<file path="src/rtl/core/tcce_pkg.sv">
package tcce_pkg;

  // Screen geometry
  localparam int COLUMNS    = 80;
  localparam int ROWS       = 25;
  localparam int TAB_STOP   = 8;
  localparam int CELL_COUNT = COLUMNS * ROWS;
  localparam int COPY_CELLS = (ROWS - 1) * COLUMNS;

  localparam int COL_W  = $clog2(COLUMNS);
  localparam int ROW_W  = $clog2(ROWS);
  localparam int ADDR_W = 11;
  localparam int CELL_W = 16;
  localparam int ATTR_W = 8;
  localparam int CHAR_W = 8;
  localparam int MODE_W = 2;

  localparam logic [CELL_W-1:0] BLANK_CELL = 16'h0F20;
  localparam logic [ATTR_W-1:0] ATTR_RESET = 8'h0F;

  // Character codes
  localparam logic [CHAR_W-1:0] CH_BS       = 8'h08;
  localparam logic [CHAR_W-1:0] CH_TAB      = 8'h09;
  localparam logic [CHAR_W-1:0] CH_LF       = 8'h0A;
  localparam logic [CHAR_W-1:0] CH_CR       = 8'h0D;
  localparam logic [CHAR_W-1:0] CH_PRINT_LO = 8'h20;
  localparam logic [CHAR_W-1:0] CH_PRINT_HI = 8'h7F;

  typedef enum logic [MODE_W-1:0] {
    MODE_PUT   = 2'd0,
    MODE_CLEAR = 2'd1,
    MODE_READ  = 2'd2
  } mode_e;

  // Controller -> datapath
  typedef struct packed {
    logic accept;    // item transfer this cycle
    logic rd_load;   // read data is on the RAM port, load result
    logic copy;      // scroll copy step
    logic fill;      // blank fill step
    logic walk_clr;
    logic walk_inc;
  } cmd_t;

  // Datapath -> controller
  typedef struct packed {
    logic item_clear;
    logic item_scroll;
    logic item_read;
    logic copy_done;
    logic fill_done;
    logic out_busy;
  } status_t;

endpackage

</file>
<file path="src/rtl/core/tcce_ctrl.sv">
module tcce_ctrl (
  input  logic                clk_i,
  input  logic                rst_ni,
  input  logic                in_valid_i,
  output logic                in_ready_o,
  input  tcce_pkg::status_t   status_i,
  output tcce_pkg::cmd_t      cmd_o
);

  typedef enum logic [3:0] {
    S_IDLE   = 4'b0001,
    S_READ   = 4'b0010,
    S_SCROLL = 4'b0100,
    S_FILL   = 4'b1000
  } state_e;

  state_e state_q, state_d;
  logic   xfer;

  assign in_ready_o = (state_q == S_IDLE) && !status_i.out_busy;
  assign xfer       = in_valid_i && in_ready_o;

  always_comb begin
    state_d = state_q;
    cmd_o   = '0;
    case (state_q)
      S_IDLE: begin
        if (xfer) begin
          cmd_o.accept   = 1'b1;
          cmd_o.walk_clr = 1'b1;
          if (status_i.item_clear) begin
            state_d = S_FILL;
          end else if (status_i.item_scroll) begin
            state_d = S_SCROLL;
          end else if (status_i.item_read) begin
            state_d = S_READ;
          end
        end
      end
      S_READ: begin
        cmd_o.rd_load = 1'b1;
        state_d       = S_IDLE;
      end
      S_SCROLL: begin
        cmd_o.copy = 1'b1;
        if (status_i.copy_done) begin
          state_d = S_FILL;
        end else begin
          cmd_o.walk_inc = 1'b1;
        end
      end
      S_FILL: begin
        cmd_o.fill = 1'b1;
        if (status_i.fill_done) begin
          state_d = S_IDLE;
        end else begin
          cmd_o.walk_inc = 1'b1;
        end
      end
      default: begin
        state_d = S_IDLE;
      end
    endcase
  end

  always_ff @(posedge clk_i or negedge rst_ni) begin
    if (!rst_ni) begin
      state_q <= S_IDLE;
    end else begin
      state_q <= state_d;
    end
  end

  a_read_from_idle: assert property (@(posedge clk_i) disable iff (!rst_ni)
    state_q == S_READ |-> $past(state_q) == S_IDLE)
    else $error("read load without an accepted read");

  a_scroll_to_fill: assert property (@(posedge clk_i) disable iff (!rst_ni)
    state_q == S_SCROLL && status_i.copy_done |=> state_q == S_FILL)
    else $error("scroll copy did not hand over to the blank fill");

  a_fill_ends: assert property (@(posedge clk_i) disable iff (!rst_ni)
    state_q == S_FILL && status_i.fill_done |=> state_q == S_IDLE)
    else $error("fill did not end at the last cell");

endmodule

</file>
<file path="config.mk">
export PLATFORM = sky130hd
export DESIGN_NAME = tcce_ctrl
export DESIGN_NICKNAME = d
export VERILOG_FILES = /design/src/rtl/core/tcce_pkg.sv /design/src/rtl/core/tcce_ctrl.sv
export SDC_FILE = /design/constraint.sdc
export NUM_CORES = 1
export LEC_CHECK = 0
export BUFFER_PORTS_ARGS = -buffer_cell sky130_fd_sc_hd__buf_2
export CAP_MARGIN = 10
export CORE_AREA = 3 3 40 42
export DETAILED_ROUTE_END_ITERATION = 16
export DIE_AREA = 0 0 43 45
export GPL_ROUTABILITY_DRIVEN = 0
export SETUP_SLACK_MARGIN = 0.02
export SYNTH_ARGS = -nofsm -noshare
export SYNTH_HDL_FRONTEND = slang
export SYNTH_SLANG_ARGS = --single-unit
</file>
<file path="constraint.sdc">
create_clock -name clk_i -period 2.4 [get_ports clk_i]
set_input_delay 0.36 -clock clk_i [delete_from_list [all_inputs] [get_ports clk_i]]
set_output_delay 0.36 -clock clk_i [all_outputs]
set_load 0.05 [all_outputs]
</file>
==> summary.txt, run 1 <==
Outcome
  – Status: finished, final reports clean

Yosys
  – Mapped Nets: 36
  – Cells after Synth: 27
  – Post-synthesis sequential area ratio: 0.386
  – Cell Area, Synth: 263 um2
  – Yosys warns: 0
  – Synth Register Bits: 4
  – Count of cell types in the netlist: 19
  – Mean area per synthesized cell: 9.73 um2

Cells and area
  – FILL cells: 150
  – Most frequent cells in the layout: buf_2 (15), nor2_1 (5), clkbuf_4 (3), dfrtp_1 (3)
  – Reg with most FFs: state_q
  – Most common cell after layout, fill and taps aside: buf_2
  – Design Area, Final: 392 um2
  – Final #Nets: 56
  – Max reg flops: 4
  – Antenna cells: 0
  – Largest registers: state_q: 4 flops
  – Finished Layout Cells: 61
  – Share of post-route cells with drive strength above 1: 0.543
  – Area growth syn-to-layout: 49.0%

Place
  – Placed cells: 56
  – Placed wire-length estimate: 539 um
  – IO Port Bufs: 15
  – Placed cell area: 355 um2

Min path
  – Hold Crit Class: in2reg

Critical path
  – Required time of the critical path: 2040 ps
  – CP endpoint kind: output port
  – Worst-path cell chain: or4b_4, nor3b_4, buf_2
  – Critical Path Max Stage Delay: 540 ps
  – CP Max Fanout: 5
  – Critical path startpoint category: flip-flop
  – Setup CP Type: reg2out
  – Slowest library cell on the worst path: dfstp_2
  – WP data arrival: 1870 ps

Clock network
  – Post-CTS setup buffer count: 0
  – CTS tree: done
  – CTS buffer count: 3
  – CTS Sinks: 4
  – H-tree depth: 1
  – CTS root buffer: clkbuf_4
  – Clk buf depth: 2
  – Worst-path clk slew: 30 ps
  – Clock Latency Late Sink: 240 ps

Floorplan
  – Rows: 13
  – # IOs: 16
  – Initial core utilization: 0.204
  – Die width: 43 um
  – Die ar.: 0.00194 mm2
  – Die Y-Extent: 45 um
  – Core outline area: 0.00128 mm2

Timing
  – Final min period: 2230 ps
  – Transition time of the tightest slew-check pin: 252 ps
  – Slew Limit Fails: 0
  – Fin. Hold Viols: 0
  – Achievable Freq: 449 MHz
  – Headroom to the max-slew limit: 0.832
  – # setup viols final: 0
  – Clock Skew: 6.72 ps
  – RSZ-0062 raised after global routing: false
  – Setup_tns: 0 ps
  – Final worst-path cycle share: 0.928
  – Hold WS: 375 ps

Global route
  – Initial antenna violation count: 0
  – GRT Residual Overflow: 0
  – Vias in the first global route: 286
  – Pin count of the biggest net entering global routing: 6
  – Total track usage: 0.0845
  – First-pass GRT wire length: 1210 um

Detailed routing
  – DR vias: 278
  – Vias per cell: 4.56
  – First-pass DRT Iterations: 1
  – First DRT Iteration DRCs: 0
  – DRT antenna net count: 0
  – Routed wire per std cell: 10.5 um
  – Final WL: 640 um
  – DRC: 0

Power and ir drop
  – Post-route total power: 221 uW
  – Max VDD drop: 136 uV
  – Leak: 0.201 nW
  – PwrDens: 563 mW/mm2

Flow run
  – Total of max-cap violations: 0
[cells in the mapped netlist]
library cell,count,share of area
a21oi_1,2,0.038
dfrtp_1,3,0.29
and3_1,1,0.024
inv_1,2,0.029
nor2_1,5,0.071
nor3b_1,1,0.029
nor3b_4,1,0.071
o21ai_0,1,0.019
or4b_4,1,0.052
or2b_1,1,0.029
or3b_2,1,0.033
dfstp_2,1,0.10
nor4b_1,1,0.033
a32o_2,1,0.043
a32o_1,1,0.038
or3_1,1,0.024
o21a_1,1,0.029
or2_2,1,0.024
buf_4,1,0.029
[critical path: cells and delay by family (launching register included)]
kind | cells | cell delay, ps
simple gates | 2 | 770
flops | 1 | 540
buf+inv | 1 | 320
[power breakdown]
group	leakage, nW	total, mW	switching, mW	internal [mW]
registers	0.0518	0.0759	0.00375	0.0721
clock network	0.0150	0.0898	0.0275	0.0624
logic	0.134	0.0549	0.0345	0.0205
[cell type report]
class | instances | area [um2] | share of cell area
clock buffers | 4 | 26.3 | 0.0671
well taps | 15 | 18.8 | 0.0479
flip-flops and latches | 4 | 101 | 0.259
inverters | 2 | 7.51 | 0.0192
repair buffers | 16 | 85.1 | 0.217
multi-input cells | 20 | 153 | 0.390
[cell families (layout without fill, tap and decap cells)]
| logic type | count (synthesis) | count (layout) | share of synthesized area |
|---|---|---|---|
| and+or+nand+nor | 14 | 14 | 0.391 |
| AOI/OAI and AO/OA | 6 | 6 | 0.167 |
| DFF | 4 | 4 | 0.386 |
| buffers and inverters | 3 | 22 | 0.0572 |
[repair_timing]
| item | in CTS | in global routing |
|---|---|---|
| gates resized for setup | 0 | 0 |
| hold buffers | 1 | 0 |
| setup endpoints to repair | 0 | 0 |
| endpoints found under the hold margin | 3 | 0 |
[metal layers]
layer	track usage	vias to the layer above	wire length [um]
li1	-	134	-
met1	0.0856	129	237
met2	0.147	13	313
met3	0.0319	2	71
met4	0.0542	0	17
met5	0	-	0
[metrics by stage]
step	util	setup slack, ps
6_report	0.305	173
5_1_grt	0.305	90.3
4_1_cts	0.305	160
3_5_place_dp	0.277	418
3_3_place_gp	0.277	468
2_1_floorplan	-	118
[worst paths after layout]
path / cells past startpoint / to / slack, ps / startpoint
min reg2reg: 2 / state_q[3] / 610 / state_q[0]
max reg2reg: 3 / state_q[1] / 810 / state_q[0]
max in group asynchronous: 2 / state_q[0] / 1740 / rst_ni
max: 3 / cmd_o[1] / 170 / state_q[0]
min: 3 / state_q[0] / 370 / status_i[3]
min in group asynchronous: 2 / state_q[1] / 450 / rst_ni
No activity file was read; power rests on OpenSTA's default activity.
==> run 2: changes to the inputs <==
- MAX_ROUTING_LAYER: default -> met4
==> summary.txt, run 2 (synthesis results as in run 1) <==
Floorplan
  – Initial core utilization: 0.204 (unchanged)
  – Rows: 13 (unchanged)
  – Die ar.: 0.00194 mm2 (unchanged)
  – Die width: 43 um (unchanged)
  – # IOs: 16 (unchanged)
  – Die Y-Extent: 45 um (unchanged)
  – Core outline area: 0.00128 mm2 (unchanged)

Timing
  – Transition time of the tightest slew-check pin: 252 ps (unchanged)
  – # setup viols final: 0 (unchanged)
  – Achievable Freq: 449 MHz (unchanged)
  – RSZ-0062 raised after global routing: false (unchanged)
  – Clock Skew: 6.72 ps (unchanged)
  – Slew Limit Fails: 0 (unchanged)
  – Final worst-path cycle share: 0.928 (unchanged)
  – Setup_tns: 0 ps (unchanged)
  – Final min period: 2230 ps (unchanged)
  – Fin. Hold Viols: 0 (unchanged)
  – Headroom to the max-slew limit: 0.832 (unchanged)

Cells and area
  – Final #Nets: 56 (unchanged)
  – Max reg flops: 4 (unchanged)
  – Reg with most FFs: state_q (unchanged)
  – FILL cells: 150 (unchanged)
  – Footprint of the multi-input gates: 153 um2 (unchanged)
  – Most common cell after layout, fill and taps aside: buf_2 (unchanged)
  – Largest registers: state_q: 4 flops (unchanged)
  – Register Area: 101 um2 (unchanged)
  – Area growth syn-to-layout: 49.0% (unchanged)
  – Most frequent cells in the layout: buf_2 (15), nor2_1 (5), clkbuf_4 (3), dfrtp_1 (3) (unchanged)
  – Share of post-route cells with drive strength above 1: 0.543 (unchanged)
  – Antenna cells: 0 (unchanged)

Critical path
  – Worst r2r dst: state_q[1] (unchanged)
  – Critical path startpoint category: flip-flop (unchanged)
  – CP endpoint kind: output port (unchanged)
  – WP data arrival: 1870 ps (about the same)
  – Worst-path cell chain: or4b_4, nor3b_4, buf_2 (unchanged)
  – WP buf/inv: 1 (unchanged)
  – Reg2reg setup slack: 810 ps (about the same)
  – Setup CP Type: reg2out (unchanged)
  – Critical Path Max Stage Delay: 540 ps (about the same)
  – Cell family with most CP delay: simple AND/OR/NAND/NOR gates (unchanged)
  – Required time of the critical path: 2040 ps (about the same)
  – FF-to-FF path depth: 3 (unchanged)
  – CP Max Fanout: 5 (unchanged)
  – Worst r2r src: state_q[0] (unchanged)
  – Slowest library cell on the worst path: dfstp_2 (unchanged)

Global route
  – Initial antenna violation count: 0 (unchanged)
  – Vias in the first global route: 286 (unchanged)
  – Total track usage: 0.0871 (was 0.0845)
  – First-pass GRT wire length: 1210 um (unchanged)
  – GRT Residual Overflow: 0 (unchanged)
  – Pin count of the biggest net entering global routing: 6 (unchanged)

Detailed routing
  – DR vias: 278 (unchanged)
  – DRT antenna net count: 0 (unchanged)
  – Final WL: 640 um (unchanged)
  – Vias per cell: 4.56 (unchanged)
  – DRC: 0 (unchanged)
  – First-pass DRT Iterations: 1 (unchanged)
  – Routed wire per std cell: 10.5 um (unchanged)
  – First DRT Iteration DRCs: 0 (unchanged)

Clock network
  – Clock Latency Late Sink: 240 ps (about the same)
  – CTS buffer count: 3 (unchanged)
  – CTS resizes: 0 (unchanged)
  – Worst-path clk slew: 30 ps (about the same)
  – Clk buf depth: 2 (unchanged)
  – Post-CTS setup buffer count: 0 (unchanged)
  – H-tree depth: 1 (unchanged)
  – CTS root buffer: clkbuf_4 (unchanged)
  – CTS tree: done (unchanged)
  – CTS Sinks: 4 (unchanged)

Power and ir drop
  – PwrDens: 563 mW/mm2 (about the same)
  – Psw: 65.7 uW (about the same)
  – Sw frac: 0.298 (about the same)
  – Gate power share: 0.249 (about the same)
  – Leak: 0.201 nW (unchanged)
  – Reg power frac: 0.344 (about the same)
  – Clk network pwr share: 0.407 (about the same)
  – Internal power: 155 uW (unchanged)
  – Max VDD drop: 136 uV (unchanged)
  – Post-route total power: 221 uW (about the same)

Outcome
  – Status: finished, final reports clean (unchanged)

Min path
  – Hold Startpoint: status_i[3] (unchanged)
  – Hold Crit Class: in2reg (unchanged)
  – Worst Hold Path EP: state_q[0] (unchanged)
  – WHS Path Cells: 3 (unchanged)

Flow run
  – Total of max-cap violations: 0 (unchanged)

Place
  – Placed wire-length estimate: 539 um (unchanged)
  – IO Port Bufs: 15 (unchanged)
[run 2: power by group through the flow]
stage,sequential [mW],clock [mW],combinational [mW]
floorplan,0.0759,0,0.0394
global placement,0.0766,0,0.0533
detailed placement,0.0767,0,0.0540
CTS,0.0759,0.0943,0.0556
global route,0.0769,0.0997,0.0599
finish,0.0759,0.0898,0.0549
[run 2: final cells by class]
cell class,count,area share
repair buffers,16,0.217
inverters,2,0.0192
multi-input cells,20,0.390
clock buffers,4,0.0671
well taps,15,0.0479
flip-flops and latches,4,0.259
[run 2: worst max-delay path by stage]
stage / depth (start not counted) / start / endpoint / slack (ps)
floorplan: 2 / state_q[1] / cmd_o[2] / 120
global placement: 3 / state_q[0] / cmd_o[1] / 470
detailed placement: 3 / state_q[0] / cmd_o[1] / 420
CTS: 3 / state_q[0] / cmd_o[1] / 160
global route: 3 / state_q[0] / cmd_o[5] / 90
finish: 3 / state_q[0] / cmd_o[1] / 170
[run 2: routing by layer]
metal  vias to the layer above  routed length (um)  GRT usage
met4                         0                  17     0.0542
met5                         -                   0          -
met2                        13                 313      0.147
met3                         2                  65     0.0279
met1                       129                 243     0.0880
li1                        134                   -          -
[run 2: repair_timing]
item | 4_1_cts | 5_1_grt
hold buffers | 1 | 0
hold endpoints to repair | 3 | 0
setup endpoints to repair | 0 | 0
[run 2: worst register-to-register path: cells and delay by family (launching register included)]
family | cells | cell delay (ps)
flops | 1 | 540
simple gates | 3 | 990
[run 2: through the flow]
stage                     utilization  cells  area, um2  hold WS [ps]  setup WS, ps
after global placement          0.277     56        355           165           468
after CTS                       0.305     61        392           372           160
after detailed placement        0.277     56        355           164           418
after floorplan                     -     27        269          64.4           118
after global routing            0.305     61        392           407          90.3
final                           0.305     61        392           375           173
==> run 3: changes to the inputs <==
- ABC_AREA: default -> 1
- CELL_PAD_IN_SITES_DETAIL_PLACEMENT: default -> 0
- CELL_PAD_IN_SITES_GLOBAL_PLACEMENT: default -> 1
- GPL_ROUTABILITY_DRIVEN: 0 -> default
- PLACE_DENSITY_LB_ADDON: default -> 0.1
==> summary.txt, run 3 <==
Outcome
  – Status: finished, final reports clean (unchanged)

Cells and area
  – Reg with most FFs: state_q (unchanged)
  – Final #Nets: 75 (was 56)
  – Area growth syn-to-layout: 38.2% (was 49.0%)
  – Most frequent cells in the layout: buf_2 (15), nand2_1 (8), inv_1 (7) (was buf_2 (15), nor2_1 (5), clkbuf_4 (3), dfrtp_1 (3))
  – Max reg flops: 4 (unchanged)
  – FILL cells: 149 (was 150)
  – Largest registers: state_q: 4 flops (unchanged)
  – Most common cell after layout, fill and taps aside: buf_2 (unchanged)
  – Util after Layout: 0.359 (was 0.305)
  – Antenna cells: 0 (unchanged)
  – Design Area, Final: 462 um2 (was 392 um2)
  – Share of post-route cells with drive strength above 1: 0.508 (was 0.543)

Critical path
  – Worst r2r src: state_q[0] (unchanged)
  – Critical Path Max Stage Delay: 550 ps (was 540 ps)
  – CP endpoint kind: output port (unchanged)
  – Worst r2r dst: state_q[2] (was state_q[1])
  – CP Max Fanout: 5 (unchanged)
  – Cell family with most CP delay: flip-flops (was simple AND/OR/NAND/NOR gates)
  – FF-to-FF path depth: 6 (was 3)
  – WP buf/inv: 2 (was 1)
  – Critical path startpoint category: flip-flop (unchanged)
  – WP data arrival: 1480 ps (was 1870 ps)
  – Worst-path cell chain: inv_2, nor2_4, nand2_2, nor3_2, buf_2 (was or4b_4, nor3b_4, buf_2)
  – Reg2reg setup slack: 1200 ps (was 810 ps)
  – Setup CP Type: reg2out (unchanged)
  – Slowest library cell on the worst path: dfstp_2 (unchanged)
  – Required time of the critical path: 2040 ps (about the same)

Yosys
  – Mean area per synthesized cell: 7.26 um2 (was 9.73 um2)
  – Cell Area, Synth: 334 um2 (was 263 um2)
  – Async SR Flop Fraction: 1.00 (unchanged)
  – Synth Register Bits: 4 (unchanged)
  – Count leader, synth: nand2_1 (was nor2_1)
  – Largest cells by area after synthesis: dfrtp_1 (22%), nand2_1 (9.0%), dfstp_2 (7.9%) (was dfrtp_1 (29%), dfstp_2 (10%), nor2_1 (7.1%))
  – Post-synth top flop: dfrtp_1 (unchanged)
  – Number of enable flip-flop cells after synthesis: 0 (unchanged)
  – Count of cell types in the netlist: 19 (unchanged)
  – Cells after Synth: 46 (was 27)
  – Synth top cells by count: nand2_1 (8), inv_1 (7), nor2_1 (5) (was nor2_1 (5), dfrtp_1 (3), a21oi_1 (2), inv_1 (2))
  – Post-synth top area cell: dfrtp_1 (unchanged)
  – Mapped Nets: 55 (was 36)
  – Synth top area share: 0.225 (was 0.286)
  – Post-synthesis sequential area ratio: 0.303 (was 0.386)
  – Yosys warns: 0 (unchanged)

Place
  – Routability Congestion: 0.770
  – Worst slack, placed: 799 ps (was 418 ps)
  – Placed wire-length estimate: 635 um (was 539 um)
  – Placed cell area: 425 um2 (was 355 um2)
  – IO Port Bufs: 15 (unchanged)

Floorplan
  – # IOs: 16 (unchanged)
  – Rows: 13 (unchanged)
  – Die width: 43 um (unchanged)
  – Die Y-Extent: 45 um (unchanged)
  – Core outline area: 0.00128 mm2 (unchanged)
  – Die ar.: 0.00194 mm2 (unchanged)
  – Initial core utilization: 0.260 (was 0.204)

Timing
  – Headroom to the max-slew limit: 0.831 (was 0.832)
  – Final worst-path cycle share: 0.766 (was 0.928)
  – Final WS setup: 562 ps (was 173 ps)
  – Clock Skew: 2.51 ps (was 6.72 ps)
  – Transition time of the tightest slew-check pin: 251 ps (was 252 ps)
  – Setup_tns: 0 ps (unchanged)
  – # setup viols final: 0 (unchanged)
  – Slew Limit Fails: 0 (unchanged)
  – Final min period: 1840 ps (was 2230 ps)
  – Achievable Freq: 544 MHz (was 449 MHz)
  – Fin. Hold Viols: 0 (unchanged)
  – RSZ-0062 raised after global routing: false (unchanged)

Detailed routing
  – First DRT Iteration DRCs: 6 (was 0)
  – Vias per cell: 4.33 (was 4.56)
  – DR vias: 346 (was 278)
  – First-pass DRT Iterations: 4 (was 1)
  – DRC: 0 (unchanged)
  – DRT antenna net count: 0 (unchanged)
  – Final WL: 751 um (was 640 um)
  – Routed wire per std cell: 9.39 um (was 10.5 um)

Clock network
  – CTS Sinks: 4 (unchanged)
  – CTS tree: done (unchanged)
  – CTS resizes: 0 (unchanged)
  – CTS root buffer: clkbuf_4 (unchanged)
  – H-tree depth: 1 (unchanged)
  – Clk buf depth: 2 (unchanged)
  – Worst-path clk slew: 40 ps (was 30 ps)
  – Clock Latency Late Sink: 240 ps (about the same)
  – CTS buffer count: 3 (unchanged)

Power and ir drop
  – PwrDens: 1230 mW/mm2 (was 563 mW/mm2)
  – Post-route total power: 570 uW (was 221 uW)
  – Leak: 0.279 nW (was 0.201 nW)
  – Max VDD drop: 302 uV (was 136 uV)

Global route
  – GRT Residual Overflow: 0 (unchanged)
  – Vias in the first global route: 341 (was 286)
  – Pin count of the biggest net entering global routing: 7 (was 6)
  – First-pass GRT wire length: 1320 um (was 1210 um)
  – Total track usage: 0.0963 (was 0.0871)
  – Initial antenna violation count: 0 (unchanged)

Flow run
  – Total of max-cap violations: 0 (unchanged)

Min path
  – WHS Path Cells: 4 (was 3)
  – Worst Hold Path EP: state_q[2] (was state_q[0])
  – Hold Crit Class: in2reg (unchanged)
  – Hold Startpoint: status_i[2] (was status_i[3])
run 3: report_power, final:
group	total [mW]	internal [mW]	switching, mW
Sequential	0.134	0.0988	0.0348
Combinational	0.343	0.101	0.243
Clock	0.0931	0.0626	0.0305
Total	0.570	0.262	0.308
run 3: cells by family (layout without fill, tap and decap cells):
group                  Yosys count  count (layout)  share of synthesized area
buffers and inverters           11              30                      0.135
AOI/OAI and AO/OA                2               2                     0.0599
and+or+nand+nor                 29              29                      0.502
DFF                              4               4                      0.303
run 3: what timing repair did:
action	4_1_cts	5_1_grt
hold endpoints to repair	3	0
hold buffers	1	0
setup buffers	0	0
endpoints found under the setup margin	0	0
run 3: worst max path at each step:
stage,slack (ps),cells past startpoint,end,start
detailed placement,800,5,cmd_o[1],state_q[0]
global route,460,5,cmd_o[1],state_q[0]
floorplan,50,1,cmd_o[2],state_q[1]
finish,560,5,cmd_o[1],state_q[0]
global placement,810,5,cmd_o[1],state_q[0]
CTS,540,5,cmd_o[1],state_q[0]
run 3: metrics by stage:
stage	hold WS, ps	instances
2_1_floorplan	64.4	46
3_3_place_gp	167	75
3_5_place_dp	167	75
4_1_cts	406	80
5_1_grt	437	80
6_report	407	80
run 3: layout make-up:
cell class / instances / area [um2] / share of cell area
well taps: 15 / 18.8 / 0.0407
repair buffers: 16 / 85.1 / 0.184
inverters: 10 / 37.5 / 0.0813
flip-flops and latches: 4 / 101 / 0.220
clock buffers: 4 / 26.3 / 0.0569
multi-input cells: 31 / 193 / 0.417
run 3: metal layers:
layer	vias to the layer above	wire length, um	track usage
met1	150	367	0.124
li1	184	-	-
met2	12	335	0.138
met3	0	49	0.0239
met4	0	0	0.0542
met5	-	0	-
run 3: worst reg2reg max path, cell delays in order (launching register included):
cell and delay, ps:
dfstp_2 550, inv_2 50, nor2_4 140, nand2_2 100, nor2_1 120, nand4_1 110, nand2_1 70
